==> src/rtl/core/scft_pkg.sv <==
// Shared types, constants and helpers for the command frame tokenizer.
package scft_pkg;

  localparam int WINDOW_DEF      = 64;
  localparam int TOKEN_LIMIT_DEF = 8;

  // Field widths sized for the largest window (64) and token limit (16).
  localparam int PTR_W = 6;
  localparam int CNT_W = 7;
  localparam int TOK_W = 5;
  localparam int NUM_W = 4;

  localparam int JOBQ_DEPTH = 2;
  localparam int JQ_PTR_W   = 1;
  localparam int JQ_CNT_W   = 2;

  localparam logic [7:0] CH_NUL    = 8'h00;
  localparam logic [7:0] CH_LF     = 8'h0A;
  localparam logic [7:0] CH_CR     = 8'h0D;
  localparam logic [7:0] CH_LT     = 8'h3C;
  localparam logic [7:0] CH_GT     = 8'h3E;
  localparam logic [7:0] CH_LPAREN = 8'h28;
  localparam logic [7:0] CH_COMMA  = 8'h2C;
  localparam logic [7:0] CH_RPAREN = 8'h29;
  localparam logic [7:0] CH_DASH   = 8'h2D;

  localparam logic ERR_BAD_FRAME = 1'b0;
  localparam logic ERR_NO_TOKENS = 1'b1;

  // Snapshot of the window taken when a '>' is written.
  typedef struct packed {
    logic [PTR_W-1:0] head;
    logic [CNT_W-1:0] fill;
    logic [CNT_W-1:0] dash;
  } job_t;

  typedef struct packed {
    logic valid;
    logic ok;
  } done_t;

  typedef struct packed {
    logic             is_error;
    logic             error_code;
    logic [7:0]       token_char;
    logic [NUM_W-1:0] token_number;
    logic             token_end;
    logic             frame_end;
  } res_t;

  function automatic logic is_delim(input logic [7:0] c);
    return (c == CH_LPAREN) || (c == CH_COMMA) || (c == CH_RPAREN);
  endfunction

endpackage

==> src/rtl/core/scft_front.sv <==
// Front end: byte filter, circular character window and frame job launch.
module scft_front import scft_pkg::*; #(
  parameter int WINDOW = WINDOW_DEF
) (
  input  logic             clk,
  input  logic             rst_n,
  input  logic             in_tvalid,
  output logic             in_tready,
  input  logic [7:0]       in_tdata,   // [7:0] rx_byte
  output logic             job_valid,
  input  logic             job_ready,
  output job_t             job,
  input  done_t            done,
  input  logic [PTR_W-1:0] rd_addr,
  output logic [7:0]       rd_data
);

  localparam int AW = $clog2(WINDOW);

  logic [PTR_W-1:0] head_r, head_nxt;
  logic [CNT_W-1:0] fill_r, fill_nxt;
  logic [CNT_W-1:0] dash_r, dash_nxt;
  logic             busy_r, busy_nxt;

  logic [7:0]       mem [WINDOW];
  logic [7:0]       rd_data_r;

  logic             accept;
  logic             keep;
  logic             full;
  logic [CNT_W-1:0] wsum;
  logic [PTR_W-1:0] wr_addr;
  logic [PTR_W-1:0] head_inc;

  assign in_tready = !busy_r && job_ready;
  assign accept    = in_tvalid && in_tready;
  assign keep      = (in_tdata != CH_NUL) && (in_tdata != CH_LF) && (in_tdata != CH_CR);
  assign full      = (fill_r == CNT_W'(WINDOW));

  always_comb begin
    wsum = CNT_W'(head_r) + fill_r;
    if (wsum >= CNT_W'(WINDOW)) begin
      wsum = wsum - CNT_W'(WINDOW);
    end
    wr_addr  = full ? head_r : wsum[PTR_W-1:0];
    head_inc = (head_r == PTR_W'(WINDOW - 1)) ? '0 : head_r + PTR_W'(1);
  end

  always_comb begin
    head_nxt = head_r;
    fill_nxt = fill_r;
    dash_nxt = dash_r;
    busy_nxt = busy_r;
    if (accept && keep) begin
      if (full) begin
        // oldest character drops out; a leading dash goes with it
        head_nxt = head_inc;
        dash_nxt = (dash_r != '0) ? dash_r - CNT_W'(1) : '0;
      end else begin
        fill_nxt = fill_r + CNT_W'(1);
      end
      if (in_tdata == CH_GT) begin
        busy_nxt = 1'b1;
      end
    end
    if (done.valid) begin
      busy_nxt = 1'b0;
      if (done.ok) begin
        // refill with dashes: every slot reads as '-' until new characters push them out
        fill_nxt = CNT_W'(WINDOW);
        dash_nxt = CNT_W'(WINDOW);
      end
    end
  end

  assign job_valid = accept && keep && (in_tdata == CH_GT);
  assign job       = '{head: head_nxt, fill: fill_nxt, dash: dash_nxt};

  always_ff @(posedge clk) begin
    if (!rst_n) begin
      head_r <= '0;
      fill_r <= '0;
      dash_r <= '0;
      busy_r <= 1'b0;
    end else begin
      head_r <= head_nxt;
      fill_r <= fill_nxt;
      dash_r <= dash_nxt;
      busy_r <= busy_nxt;
    end
  end

  always_ff @(posedge clk) begin
    if (accept && keep) begin
      mem[wr_addr[AW-1:0]] <= in_tdata;
    end
    rd_data_r <= mem[rd_addr[AW-1:0]];
  end

  assign rd_data = rd_data_r;

  a_fill_bounds: assert property (@(posedge clk) disable iff (!rst_n)
    (fill_r <= CNT_W'(WINDOW)) && (dash_r <= fill_r))
    else $error("window fill or dash count out of range");

  a_done_when_busy: assert property (@(posedge clk) disable iff (!rst_n)
    done.valid |-> busy_r)
    else $error("frame completion without a frame in flight");

endmodule

==> src/rtl/core/scft_jobq.sv <==
// Small job FIFO between the front end and the frame scanner.
module scft_jobq import scft_pkg::*; (
  input  logic clk,
  input  logic rst_n,
  input  logic push_valid,
  output logic push_ready,
  input  job_t push_data,
  output logic pop_valid,
  input  logic pop_ready,
  output job_t pop_data
);

  job_t                entries [JOBQ_DEPTH];
  logic [JQ_PTR_W-1:0] wr_ptr_r;
  logic [JQ_PTR_W-1:0] rd_ptr_r;
  logic [JQ_CNT_W-1:0] count_r;
  logic                push;
  logic                pop;

  assign push_ready = (count_r != JQ_CNT_W'(JOBQ_DEPTH));
  assign pop_valid  = (count_r != '0);
  assign pop_data   = entries[rd_ptr_r];
  assign push       = push_valid && push_ready;
  assign pop        = pop_valid && pop_ready;

  always_ff @(posedge clk) begin
    if (!rst_n) begin
      wr_ptr_r <= '0;
      rd_ptr_r <= '0;
      count_r  <= '0;
    end else begin
      if (push) begin
        wr_ptr_r <= wr_ptr_r + JQ_PTR_W'(1);
      end
      if (pop) begin
        rd_ptr_r <= rd_ptr_r + JQ_PTR_W'(1);
      end
      case ({push, pop})
        2'b10:   count_r <= count_r + JQ_CNT_W'(1);
        2'b01:   count_r <= count_r - JQ_CNT_W'(1);
        default: count_r <= count_r;
      endcase
    end
  end

  always_ff @(posedge clk) begin
    if (push) begin
      entries[wr_ptr_r] <= push_data;
    end
  end

  a_count_bound: assert property (@(posedge clk) disable iff (!rst_n)
    count_r <= JQ_CNT_W'(JOBQ_DEPTH))
    else $error("job queue count above depth");

endmodule

==> src/rtl/core/scft_back.sv <==
// Back end: finds the opening '<', splits the frame into tokens, emits results.
module scft_back import scft_pkg::*; #(
  parameter int WINDOW      = WINDOW_DEF,
  parameter int TOKEN_LIMIT = TOKEN_LIMIT_DEF
) (
  input  logic             clk,
  input  logic             rst_n,
  input  logic             job_valid,
  output logic             job_ready,
  input  job_t             job,
  output logic [PTR_W-1:0] rd_addr,
  input  logic [7:0]       rd_data,
  output done_t            done,
  output logic             out_valid,
  input  logic             out_ready,
  output res_t             out_res
);

  typedef enum logic [2:0] {
    S_IDLE,
    S_SRD,
    S_SCHK,
    S_ERR,
    S_TRD,
    S_TCHK
  } state_t;

  state_t           state_r;
  logic [PTR_W-1:0] head_r;
  logic [PTR_W-1:0] end_r;
  logic [CNT_W-1:0] dash_r;
  logic [PTR_W-1:0] i_r;
  logic [TOK_W-1:0] tokens_r;
  logic             pend_valid_r;
  logic             pend_closed_r;
  logic [7:0]       pend_char_r;
  logic [NUM_W-1:0] pend_num_r;
  logic             err_code_r;
  logic             out_valid_r;
  res_t             out_res_r;
  done_t            done_r;

  logic [CNT_W-1:0] asum;
  logic [7:0]       cur_c;
  logic             can_load;
  logic             at_limit;

  // logical index -> physical slot of the circular window
  always_comb begin
    asum = CNT_W'(head_r) + CNT_W'(i_r);
    if (asum >= CNT_W'(WINDOW)) begin
      asum = asum - CNT_W'(WINDOW);
    end
  end

  assign rd_addr   = asum[PTR_W-1:0];
  assign cur_c     = (CNT_W'(i_r) < dash_r) ? CH_DASH : rd_data;
  assign can_load  = !out_valid_r || out_ready;
  assign at_limit  = ((tokens_r + TOK_W'(1)) == TOK_W'(TOKEN_LIMIT));
  assign job_ready = (state_r == S_IDLE);
  assign out_valid = out_valid_r;
  assign out_res   = out_res_r;
  assign done      = done_r;

  always_ff @(posedge clk) begin
    if (!rst_n) begin
      state_r      <= S_IDLE;
      out_valid_r  <= 1'b0;
      done_r       <= '0;
      pend_valid_r <= 1'b0;
    end else begin
      done_r <= '0;
      if (out_valid_r && out_ready) begin
        out_valid_r <= 1'b0;
      end
      unique case (state_r)
        S_IDLE: begin
          if (job_valid) begin
            head_r     <= job.head;
            dash_r     <= job.dash;
            end_r      <= PTR_W'(job.fill - CNT_W'(1));
            err_code_r <= ERR_BAD_FRAME;
            if (job.fill <= CNT_W'(1)) begin
              state_r <= S_ERR;
            end else begin
              i_r     <= PTR_W'(job.fill - CNT_W'(2));
              state_r <= S_SRD;
            end
          end
        end
        S_SRD: begin
          state_r <= S_SCHK;
        end
        S_SCHK: begin
          if (cur_c == CH_LT) begin
            if ((CNT_W'(i_r) + CNT_W'(1)) == CNT_W'(end_r)) begin
              state_r <= S_ERR;
            end else begin
              i_r           <= i_r + PTR_W'(1);
              tokens_r      <= '0;
              pend_valid_r  <= 1'b0;
              pend_closed_r <= 1'b0;
              state_r       <= S_TRD;
            end
          end else if (i_r == '0) begin
            state_r <= S_ERR;
          end else begin
            i_r     <= i_r - PTR_W'(1);
            state_r <= S_SRD;
          end
        end
        S_ERR: begin
          if (can_load) begin
            out_valid_r <= 1'b1;
            out_res_r   <= '{is_error: 1'b1, error_code: err_code_r, token_char: 8'h00,
                             token_number: '0, token_end: 1'b0, frame_end: 1'b1};
            done_r      <= '{valid: 1'b1, ok: 1'b0};
            state_r     <= S_IDLE;
          end
        end
        S_TRD: begin
          if (i_r == end_r) begin
            if (pend_valid_r) begin
              if (can_load) begin
                out_valid_r  <= 1'b1;
                out_res_r    <= '{is_error: 1'b0, error_code: ERR_BAD_FRAME,
                                  token_char: pend_char_r, token_number: pend_num_r,
                                  token_end: 1'b1, frame_end: 1'b1};
                pend_valid_r <= 1'b0;
                done_r       <= '{valid: 1'b1, ok: 1'b1};
                state_r      <= S_IDLE;
              end
            end else begin
              err_code_r <= ERR_NO_TOKENS;
              state_r    <= S_ERR;
            end
          end else begin
            state_r <= S_TCHK;
          end
        end
        S_TCHK: begin
          if (is_delim(cur_c)) begin
            if (pend_valid_r && !pend_closed_r) begin
              if (at_limit) begin
                // last kept token closes here, the rest of the frame is skipped
                if (can_load) begin
                  out_valid_r  <= 1'b1;
                  out_res_r    <= '{is_error: 1'b0, error_code: ERR_BAD_FRAME,
                                    token_char: pend_char_r, token_number: pend_num_r,
                                    token_end: 1'b1, frame_end: 1'b1};
                  pend_valid_r <= 1'b0;
                  done_r       <= '{valid: 1'b1, ok: 1'b1};
                  state_r      <= S_IDLE;
                end
              end else begin
                // hold the closing char until we know whether another follows
                tokens_r      <= tokens_r + TOK_W'(1);
                pend_closed_r <= 1'b1;
                i_r           <= i_r + PTR_W'(1);
                state_r       <= S_TRD;
              end
            end else begin
              i_r     <= i_r + PTR_W'(1);
              state_r <= S_TRD;
            end
          end else if (!pend_valid_r || can_load) begin
            if (pend_valid_r) begin
              out_valid_r <= 1'b1;
              out_res_r   <= '{is_error: 1'b0, error_code: ERR_BAD_FRAME,
                               token_char: pend_char_r, token_number: pend_num_r,
                               token_end: pend_closed_r, frame_end: 1'b0};
            end
            pend_valid_r  <= 1'b1;
            pend_closed_r <= 1'b0;
            pend_char_r   <= cur_c;
            pend_num_r    <= tokens_r[NUM_W-1:0];
            i_r           <= i_r + PTR_W'(1);
            state_r       <= S_TRD;
          end
        end
        default: begin
          state_r <= S_IDLE;
        end
      endcase
    end
  end

  a_scan_in_frame: assert property (@(posedge clk) disable iff (!rst_n)
    ((state_r == S_TRD) || (state_r == S_TCHK)) |-> (i_r <= end_r))
    else $error("token scan ran past the terminator");

  a_pend_num: assert property (@(posedge clk) disable iff (!rst_n)
    pend_valid_r |-> (TOK_W'(pend_num_r) < TOK_W'(TOKEN_LIMIT)))
    else $error("pending token index beyond limit");

  a_done_from_busy: assert property (@(posedge clk) disable iff (!rst_n)
    done_r.valid |-> ($past(state_r) != S_IDLE))
    else $error("frame completion while scanner idle");

endmodule

==> src/rtl/core/serial_command_frame_tokenizer.sv <==
// Top level of the angle-bracket command frame tokenizer.
// Bytes arrive on the in_ stream; CR, LF and NUL are discarded and every other byte
// is kept in a sliding window of the last WINDOW characters. A '>' closes a frame:
// input then stalls while the scanner walks back through the window for the last '<'
// and then walks forward splitting the text at '(' ',' ')', with a read state and a
// check state per character each way for the registered window memory read, and
// emits one token character per out_ transfer. The token limit can end a frame early,
// and any output stall lengthens the input stall. A frame with no '<' or with nothing
// inside gives one error result, one with only delimiters gives a no-tokens error;
// out_tlast marks the last result of each frame. After a frame with tokens the window
// reads as all '-'. No clearing pass is needed after reset.
module serial_command_frame_tokenizer import scft_pkg::*; #(
  parameter int WINDOW      = WINDOW_DEF,
  parameter int TOKEN_LIMIT = TOKEN_LIMIT_DEF
) (
  input  logic        clk,
  input  logic        rst_n,
  input  logic        in_tvalid,
  output logic        in_tready,
  input  logic [7:0]  in_tdata,   // [7:0] rx_byte
  output logic        out_tvalid,
  input  logic        out_tready,
  output logic [15:0] out_tdata,  // [0] error_code, [8:1] token_char,
                                  // [12:9] token_number, [13] token_end, [15:14] zero
  output logic        out_tuser,  // [0] is_error
  output logic        out_tlast   // frame_end
);

  logic             job_push_valid;
  logic             job_push_ready;
  job_t             job_push;
  logic             job_pop_valid;
  logic             job_pop_ready;
  job_t             job_pop;
  done_t            done;
  logic [PTR_W-1:0] rd_addr;
  logic [7:0]       rd_data;
  res_t             res;

  scft_front #(
    .WINDOW (WINDOW)
  ) u_front (
    .clk       (clk),
    .rst_n     (rst_n),
    .in_tvalid (in_tvalid),
    .in_tready (in_tready),
    .in_tdata  (in_tdata),
    .job_valid (job_push_valid),
    .job_ready (job_push_ready),
    .job       (job_push),
    .done      (done),
    .rd_addr   (rd_addr),
    .rd_data   (rd_data)
  );

  scft_jobq u_jobq (
    .clk        (clk),
    .rst_n      (rst_n),
    .push_valid (job_push_valid),
    .push_ready (job_push_ready),
    .push_data  (job_push),
    .pop_valid  (job_pop_valid),
    .pop_ready  (job_pop_ready),
    .pop_data   (job_pop)
  );

  scft_back #(
    .WINDOW      (WINDOW),
    .TOKEN_LIMIT (TOKEN_LIMIT)
  ) u_back (
    .clk       (clk),
    .rst_n     (rst_n),
    .job_valid (job_pop_valid),
    .job_ready (job_pop_ready),
    .job       (job_pop),
    .rd_addr   (rd_addr),
    .rd_data   (rd_data),
    .done      (done),
    .out_valid (out_tvalid),
    .out_ready (out_tready),
    .out_res   (res)
  );

  assign out_tdata = {2'b00, res.token_end, res.token_number, res.token_char,
                      res.error_code};
  assign out_tuser = res.is_error;
  assign out_tlast = res.frame_end;

endmodule
==> config.mk <==
export PLATFORM = sky130hd
export DESIGN_NAME = serial_command_frame_tokenizer
export DESIGN_NICKNAME = d
export VERILOG_FILES = /design/src/rtl/core/scft_pkg.sv /design/src/rtl/core/scft_front.sv /design/src/rtl/core/scft_jobq.sv /design/src/rtl/core/scft_back.sv /design/src/rtl/core/serial_command_frame_tokenizer.sv
export SDC_FILE = /design/constraint.sdc
export NUM_CORES = 1
export LEC_CHECK = 0
export BUFFER_PORTS_ARGS = -buffer_cell sky130_fd_sc_hd__buf_2
export CAP_MARGIN = 10
export CORE_MARGIN = 4
export CORE_UTILIZATION = 40
export CTS_CLUSTER_DIAMETER = 100
export DETAILED_ROUTE_END_ITERATION = 8
export GPL_TIMING_DRIVEN = 0
export HOLD_SLACK_MARGIN = 0.15
export PLACE_DENSITY = 0.6
export SYNTH_ARGS = -nofsm -noshare
export SYNTH_HDL_FRONTEND = slang
export SYNTH_HIERARCHICAL = 1
export SYNTH_SLANG_ARGS = --single-unit
==> constraint.sdc <==
create_clock -name clk -period 3.6 [get_ports clk]
set_clock_uncertainty 0.1 [all_clocks]
set_input_delay 0.72 -clock clk [delete_from_list [all_inputs] [get_ports clk]]
set_output_delay 0.72 -clock clk [all_outputs]
set_load 0.03 [all_outputs]
==> results of run 1 <==
## flip-flops by register name (all words and copies together) (netlist names), 3 cells and up, named ones only
register,count
u_jobq/entries,40
u_back/head_r,6
u_back/pend_char_r,8
u_front/rd_data,8
u_front/dash_r,7
u_front/head_r,6
u_front/mem,512
u_back/end_r,6
u_front/fill_r,7
u_back/state_r,3
u_back/i_r,6
u_back/out_res,16
u_back/dash_r,7
u_back/pend_num_r,4
u_back/tokens_r,5
## synth_stat cells, drive strengths merged (8+ instances only)
library cell / count / area share, %
edfxtp: 612 / 68
mux4: 130 / 11
nor3: 85 / 1.6
nand2: 69 / 0.97
nor2: 64 / 0.94
buf: 51 / 1.3
dfxtp: 41 / 3.0
a21oi: 38 / 0.70
xnor2: 31 / 1.0
ha: 30 / 1.4
clkbuf: 28 / 0.39
mux2: 28 / 1.2
inv: 27 / 0.37
o21ai: 27 / 0.53
mux2i: 24 / 0.90
nor2b: 24 / 0.55
nand3: 22 / 0.41
xor2: 17 / 0.55
nand2b: 14 / 0.32
a22o: 13 / 0.42
a211oi: 12 / 0.35
and2: 12 / 0.28
o22ai: 12 / 0.28
and3: 11 / 0.25
nand4: 10 / 0.23
a21o: 9 / 0.25
or2: 8 / 0.18
or3: 8 / 0.20
## final timing paths
check,start,end,slack [ns],depth (start not counted)
setup / recovery,u_jobq/count_r[0]$_SDFFE_PN0P_,u_front/mem[34][5]$_DFFE_PP_,0.06,8
hold / removal,u_front/busy_r$_SDFFE_PP0P_,u_front/busy_r$_SDFFE_PP0P_,0.40,2
setup reg to reg,u_jobq/count_r[0]$_SDFFE_PN0P_,u_front/mem[34][5]$_DFFE_PP_,0.06,8
hold reg to reg,u_front/busy_r$_SDFFE_PP0P_,u_front/busy_r$_SDFFE_PP0P_,0.40,2
## repair_timing
action | CTS | global route
setup endpoints to repair | 568 | 441
pin swaps | 0 | 4
buffers inserted | 2 | 3
gates resized for setup | 105 | 103
## metrics by stage
| stage | hold slack (ns) | util [%] | setup WS [ns] | setup TNS (ns) |
|---|---|---|---|---|
| floorplan | 0.3125 | - | 0.3030 | 0 |
| global placement | 0.3913 | 42.22 | -1.841 | -867.62 |
| detailed placement | 0.4001 | 42.75 | -1.748 | -760.43 |
| CTS | 0.3801 | 46.67 | -0.1457 | -7.885 |
| global route | 0.4062 | 47.41 | -0.07437 | -2.294 |
| finish | 0.4014 | 47.41 | 0.06073 | 0 |
## tightest hold or removal path, delay by kind of cell (launching register included)
kind / cells / cell delay, ns
AND/OR/NAND/NOR: 2 / 0.15
flip-flops: 1 / 0.31
## per-layer routing
layer,wire length (um),track usage (%),vias to the layer above
met3,5526,4.654,102
met4,1578,5.510,0
met1,27260,25.36,7947
li1,-,-,6545
met5,0,0,-
met2,32240,29.85,634
## cells by family after synthesis
family	Yosys count	synth area share [%]
flops	653	70.70
buf+inv	108	2.092
other cells	1	0.01381
mux	182	12.84
xor+xnor	48	1.548
compound gates	176	4.584
fa+ha+maj	32	1.530
simple gates	352	6.695
## area by class of cell
cell class	count	area, um^2	share of cell area, %
flip-flops and latches	653	19200	60.19
multi-input cells	792	8188	25.67
inverters	29	117.6	0.3687
diodes	1	2.502	0.007845
plain buffers	78	584.3	1.832
clock inverters	29	306.5	0.9610
clock buffers	93	1881	5.896
well taps	873	1092	3.424
repair buffers	79	526.8	1.651
## report_power, final
group / switching, mW / internal (mW) / leakage, nW
Clock: 2.84 / 4.04 / 1.06
Sequential: 0.0720 / 8.45 / 5.87
Combinational: 2.29 / 1.60 / 3.57
==> impl_metrics.ini, run 1 <==
[outcome]
status = finished clean

[logic_synthesis]
synthArstFlopShare_pct = 0
seq_area_frac_synth_pct = 70.70
syn_inst = 1552
synth_edf_count = 612
netlist_area_um2 = 27160
synth_ff_type = edfxtp_1
ys_types = 80
syn_avg_cell_area_um2 = 17.50
ys_ff_latch = 653
synth_warnings = 6

[worst_setup_path]
crit_fanout = 10
cp_data_required_time_ns = 3.81
crit_top_cell = nand2_1
cp_top_family = simple AND/OR/NAND/NOR gates
slowest_stage = nor3_1
worstPathCellList = nand2b_1, nor2b_1, nand2_1, a21oi_4, and2_1, nand2_1, nor3_1, buf_4
cp.arrival_ns = 3.75
end_kind = flop
worstPathBufferInverterCount = 1
cp_slowest_stage_delay_ns = 0.57
cp-start-kind = flop
criticalPathCategory = flop to flop

[die]
io-pin-count = 32
die_w_um = 268.6
die_h_um = 268.6
core_um2 = 67280
start_util_pct = 40.36
core.rowCount = 95
die-area_um2 = 72120

[clock_network]
numCtsBuffers = 70
ctsHoldBuffers = 0
cts-root-buf = clkbuf_16
htree_levels = 3
clock_latency_ns = 0.60
clk_path_buf_depth = 3
cts_sinks = 653
cts_tree = yes
cts.reportedPaths.clkPinSlew_ns = 0.06

[global_route]
antenna_found_initial = 0
grt_max_degree = 69
track_usage_pct = 18.57
grt_first_pass_wirelength_um = 98420
overflow = 0
grt_pass1_vias = 15200

[layout]
drive_above_1_share_pct = 29.44
area_growth_pct = 17.46
nets = 1747
final_cells = 2627
fin_area_um2 = 31900
final_cell_mix = edfxtp_1 (612), mux4_2 (130), clkbuf_16 (72), buf_2 (71), nor2_1 (62)
nFillCells = 5636
mostFrequentLayoutCell = edfxtp_1

[timing]
slew_headroom_pct = 33.17
finalHoldViolCount = 0
post-route-period-util_pct = 98.31
period_minus_slack_ns = 3.539
rsz0062_at_grt = yes
slew_violations = 0
setup_violations = 0
max_freq_mhz = 282.5
tightest_slew_ns = 0.9950

[power]
pwr_density_cell_nw_per_um2 = 604.7
finalPower_mw = 19.29
p_leak_nw = 10.50
ir_worst_vdd_uv = 364.6

[route]
drt_iter0_drc = 1672
detail_route.wirelength_um = 66600
dr.pass1.iters = 6
drtAntennaViolNets = 0
vias = 15230
wire_per_inst_um = 25.35
viasPerCell = 5.797
drcViolationCount = 0

[placement]
placed_area_um2 = 28760
dp.final_hpwl_um = 44640
routabilityCongestion = 0.8930
portBuffers = 29
place_inst = 2500

[job]
maxCapViolations = 0

[min_path]
hold_path.class = flop to flop
No activity file was read; power rests on OpenSTA's default activity.
==> run 2, diff against run 1 <==
--- a/config.mk
+++ b/config.mk
@@ -13,7 +13,7 @@
 export DETAILED_ROUTE_END_ITERATION = 8
 export GPL_TIMING_DRIVEN = 0
 export HOLD_SLACK_MARGIN = 0.15
-export PLACE_DENSITY = 0.6
+export PLACE_DENSITY = 0.54
 export SYNTH_ARGS = -nofsm -noshare
 export SYNTH_HDL_FRONTEND = slang
 export SYNTH_HIERARCHICAL = 1
==> run 2 against run 1 <==
Worst setup slack better by 0.038 ns. Clock power is 6.2% higher. Wire length is 4.1% higher. Largest cell class unchanged. Largest power group unchanged. Core utilization is 0.70 points higher.
==> impl_metrics.ini, run 2 (synthesis results as in run 1) <==
[outcome]
status = finished clean

[job]
maxCapViolations = 0

[global_route]
track_usage_pct = 19.26
grt_first_pass_wirelength_um = 102000
grt_use_met1_pct = 27.58
met2_usage_pct = 30.89
grt_max_degree = 69
met3_usage_pct = 3.066
antenna_found_initial = 2
overflow = 0
busiest_layer = met2
grt_pass1_vias = 15320

[placement]
dp.final_hpwl_um = 46040
routabilityCongestion = 0.8543
place_inst = 2491
dp_slack_ns = -1.743
portBuffers = 29

[clock_network]
cts.reportedPaths.clkPinSlew_ns = 0.06
clock_latency_ns = 0.63
cts_tree = yes
clk_path_buf_depth = 3
cts-root-buf = clkbuf_16
cts_sinks = 653
htree_levels = 3
numCtsBuffers = 73

[timing]
tightest_slew_ns = 1.053
setup_violations = 0
holdWs_ns = 0.4062
slew_headroom_pct = 29.77
finalHoldViolCount = 0
period_minus_slack_ns = 3.502
max_freq_mhz = 285.6
post-route-period-util_pct = 97.27
layout_setup_ws_ns = 0.09838
slew_violations = 0

[route]
drt_iter0_drc = 1531
vias = 15180
wire_per_inst_um = 26.26
dr.pass1.iters = 5
detail_route.wirelength_um = 69320
drcViolationCount = 0
viasPerCell = 5.748
drtAntennaViolNets = 0

[power]
finalPower_mw = 19.78
netSwitchingFraction_pct = 27.59
p_leak_nw = 10.69
p_switching_mw = 5.457
intPower_mw = 14.32
ir_worst_vdd_uv = 380.1
combPwrFrac_pct = 20.0
pwr_density_cell_nw_per_um2 = 611.1
power_frac_seq_pct = 43.1
clockPowerShare_pct = 36.9

[worst_setup_path]
cp_data_required_time_ns = 3.81
cp-start-kind = flop
cp.arrival_ns = 3.71
end_kind = flop
r2r_setup_slack_ns = 0.1
criticalPathCategory = flop to flop
crit_fanout = 10

[die]
die_w_um = 268.6
io-pin-count = 32
core.rowCount = 95
die_h_um = 268.6
start_util_pct = 40.36
die-area_um2 = 72120
core_um2 = 67280

[layout]
diodes = 0
drive_above_1_share_pct = 31.24
final_cell_mix = edfxtp_1 (612), mux4_2 (130), clkbuf_16 (73), nor2_1 (62), buf_2 (61)
nets = 1755
mostFrequentLayoutCell = edfxtp_1
final_cells = 2640
largest_reg_flops = 512
area_growth_pct = 19.19

[min_path]
hold_path.class = flop to flop
## run 2: cell types whose count changed in the layout (fill, tap and decap cells not counted), sizes merged
| cell | change |
|---|---|
| buf | +1 |
| bufinv | +1 |
| clkinv | +8 |
| clkinvlp | -4 |
| diode | -1 |
| inv | +8 |
## run 2: power by group through the flow
stage          clock (mW)  sequential [mW]  combinational [mW]
5_1_grt              7.83             8.53                4.17
2_1_floorplan           0             8.65                2.23
6_report             7.31             8.52                3.95
4_1_cts              7.48             8.52                3.75
3_5_place_dp            0             8.69                3.51
3_3_place_gp            0             8.68                3.50
## run 2: timing repair
item                                    CTS  global route
hold buffers                              0             0
pin swaps                                 2            20
resized for setup                       111            95
setup buffers                             5            14
endpoints found under the setup margin  567           424
## run 2: final timing paths
check | from | end | depth (start not counted)
max | u_front/fill_r[3]$_SDFF_PN0_ | u_front/mem[14][2]$_DFFE_PP_ | 9
min | u_front/busy_r$_SDFFE_PP0P_ | u_front/busy_r$_SDFFE_PP0P_ | 2
max reg2reg | u_front/fill_r[3]$_SDFF_PN0_ | u_front/mem[14][2]$_DFFE_PP_ | 9
min reg2reg | u_front/busy_r$_SDFFE_PP0P_ | u_front/busy_r$_SDFFE_PP0P_ | 2
## run 2: stage by stage
step | cell area [um^2] | setup TNS (ns) | utilization [%]
after floorplan | 27170 | 0 | -
after global placement | 28400 | -904.38 | 42.22
after detailed placement | 28820 | -724.32 | 42.84
after CTS | 31650 | -11.88 | 47.05
after global routing | 32370 | -1.098 | 48.11
final | 32370 | 0 | 48.11
## run 2: per-layer routing
| metal | routed length [um] | vias to the layer above | part of all wire, % |
|---|---|---|---|
| li1 | - | 6572 | - |
| met1 | 29790 | 7888 | 43 |
| met2 | 32710 | 597 | 47 |
| met3 | 5159 | 118 | 7.4 |
| met4 | 1653 | 0 | 2.4 |
| met5 | 0 | - | 0 |
## run 2: area by class of cell
cell class	instances	area, um^2
multi-input cells	792	8288
plain buffers	78	589.3
fillers	5622	34910
repair buffers	84	733.2
clock inverters	42	455.4
well taps	873	1092
flip-flops and latches	653	19200
clock buffers	89	1897
inverters	29	115.1
## run 2: critical path, cell delays in order, from the launching register on
cell and delay (ns):
dfxtp_1 0.49, ha_1 0.34, a21o_1 0.18, a21oi_1 0.22, a221oi_1 0.13, a31oi_2 0.33, xnor2_2 0.26, clkbuf_2 0.40
nor3_2 0.46, buf_2 0.29
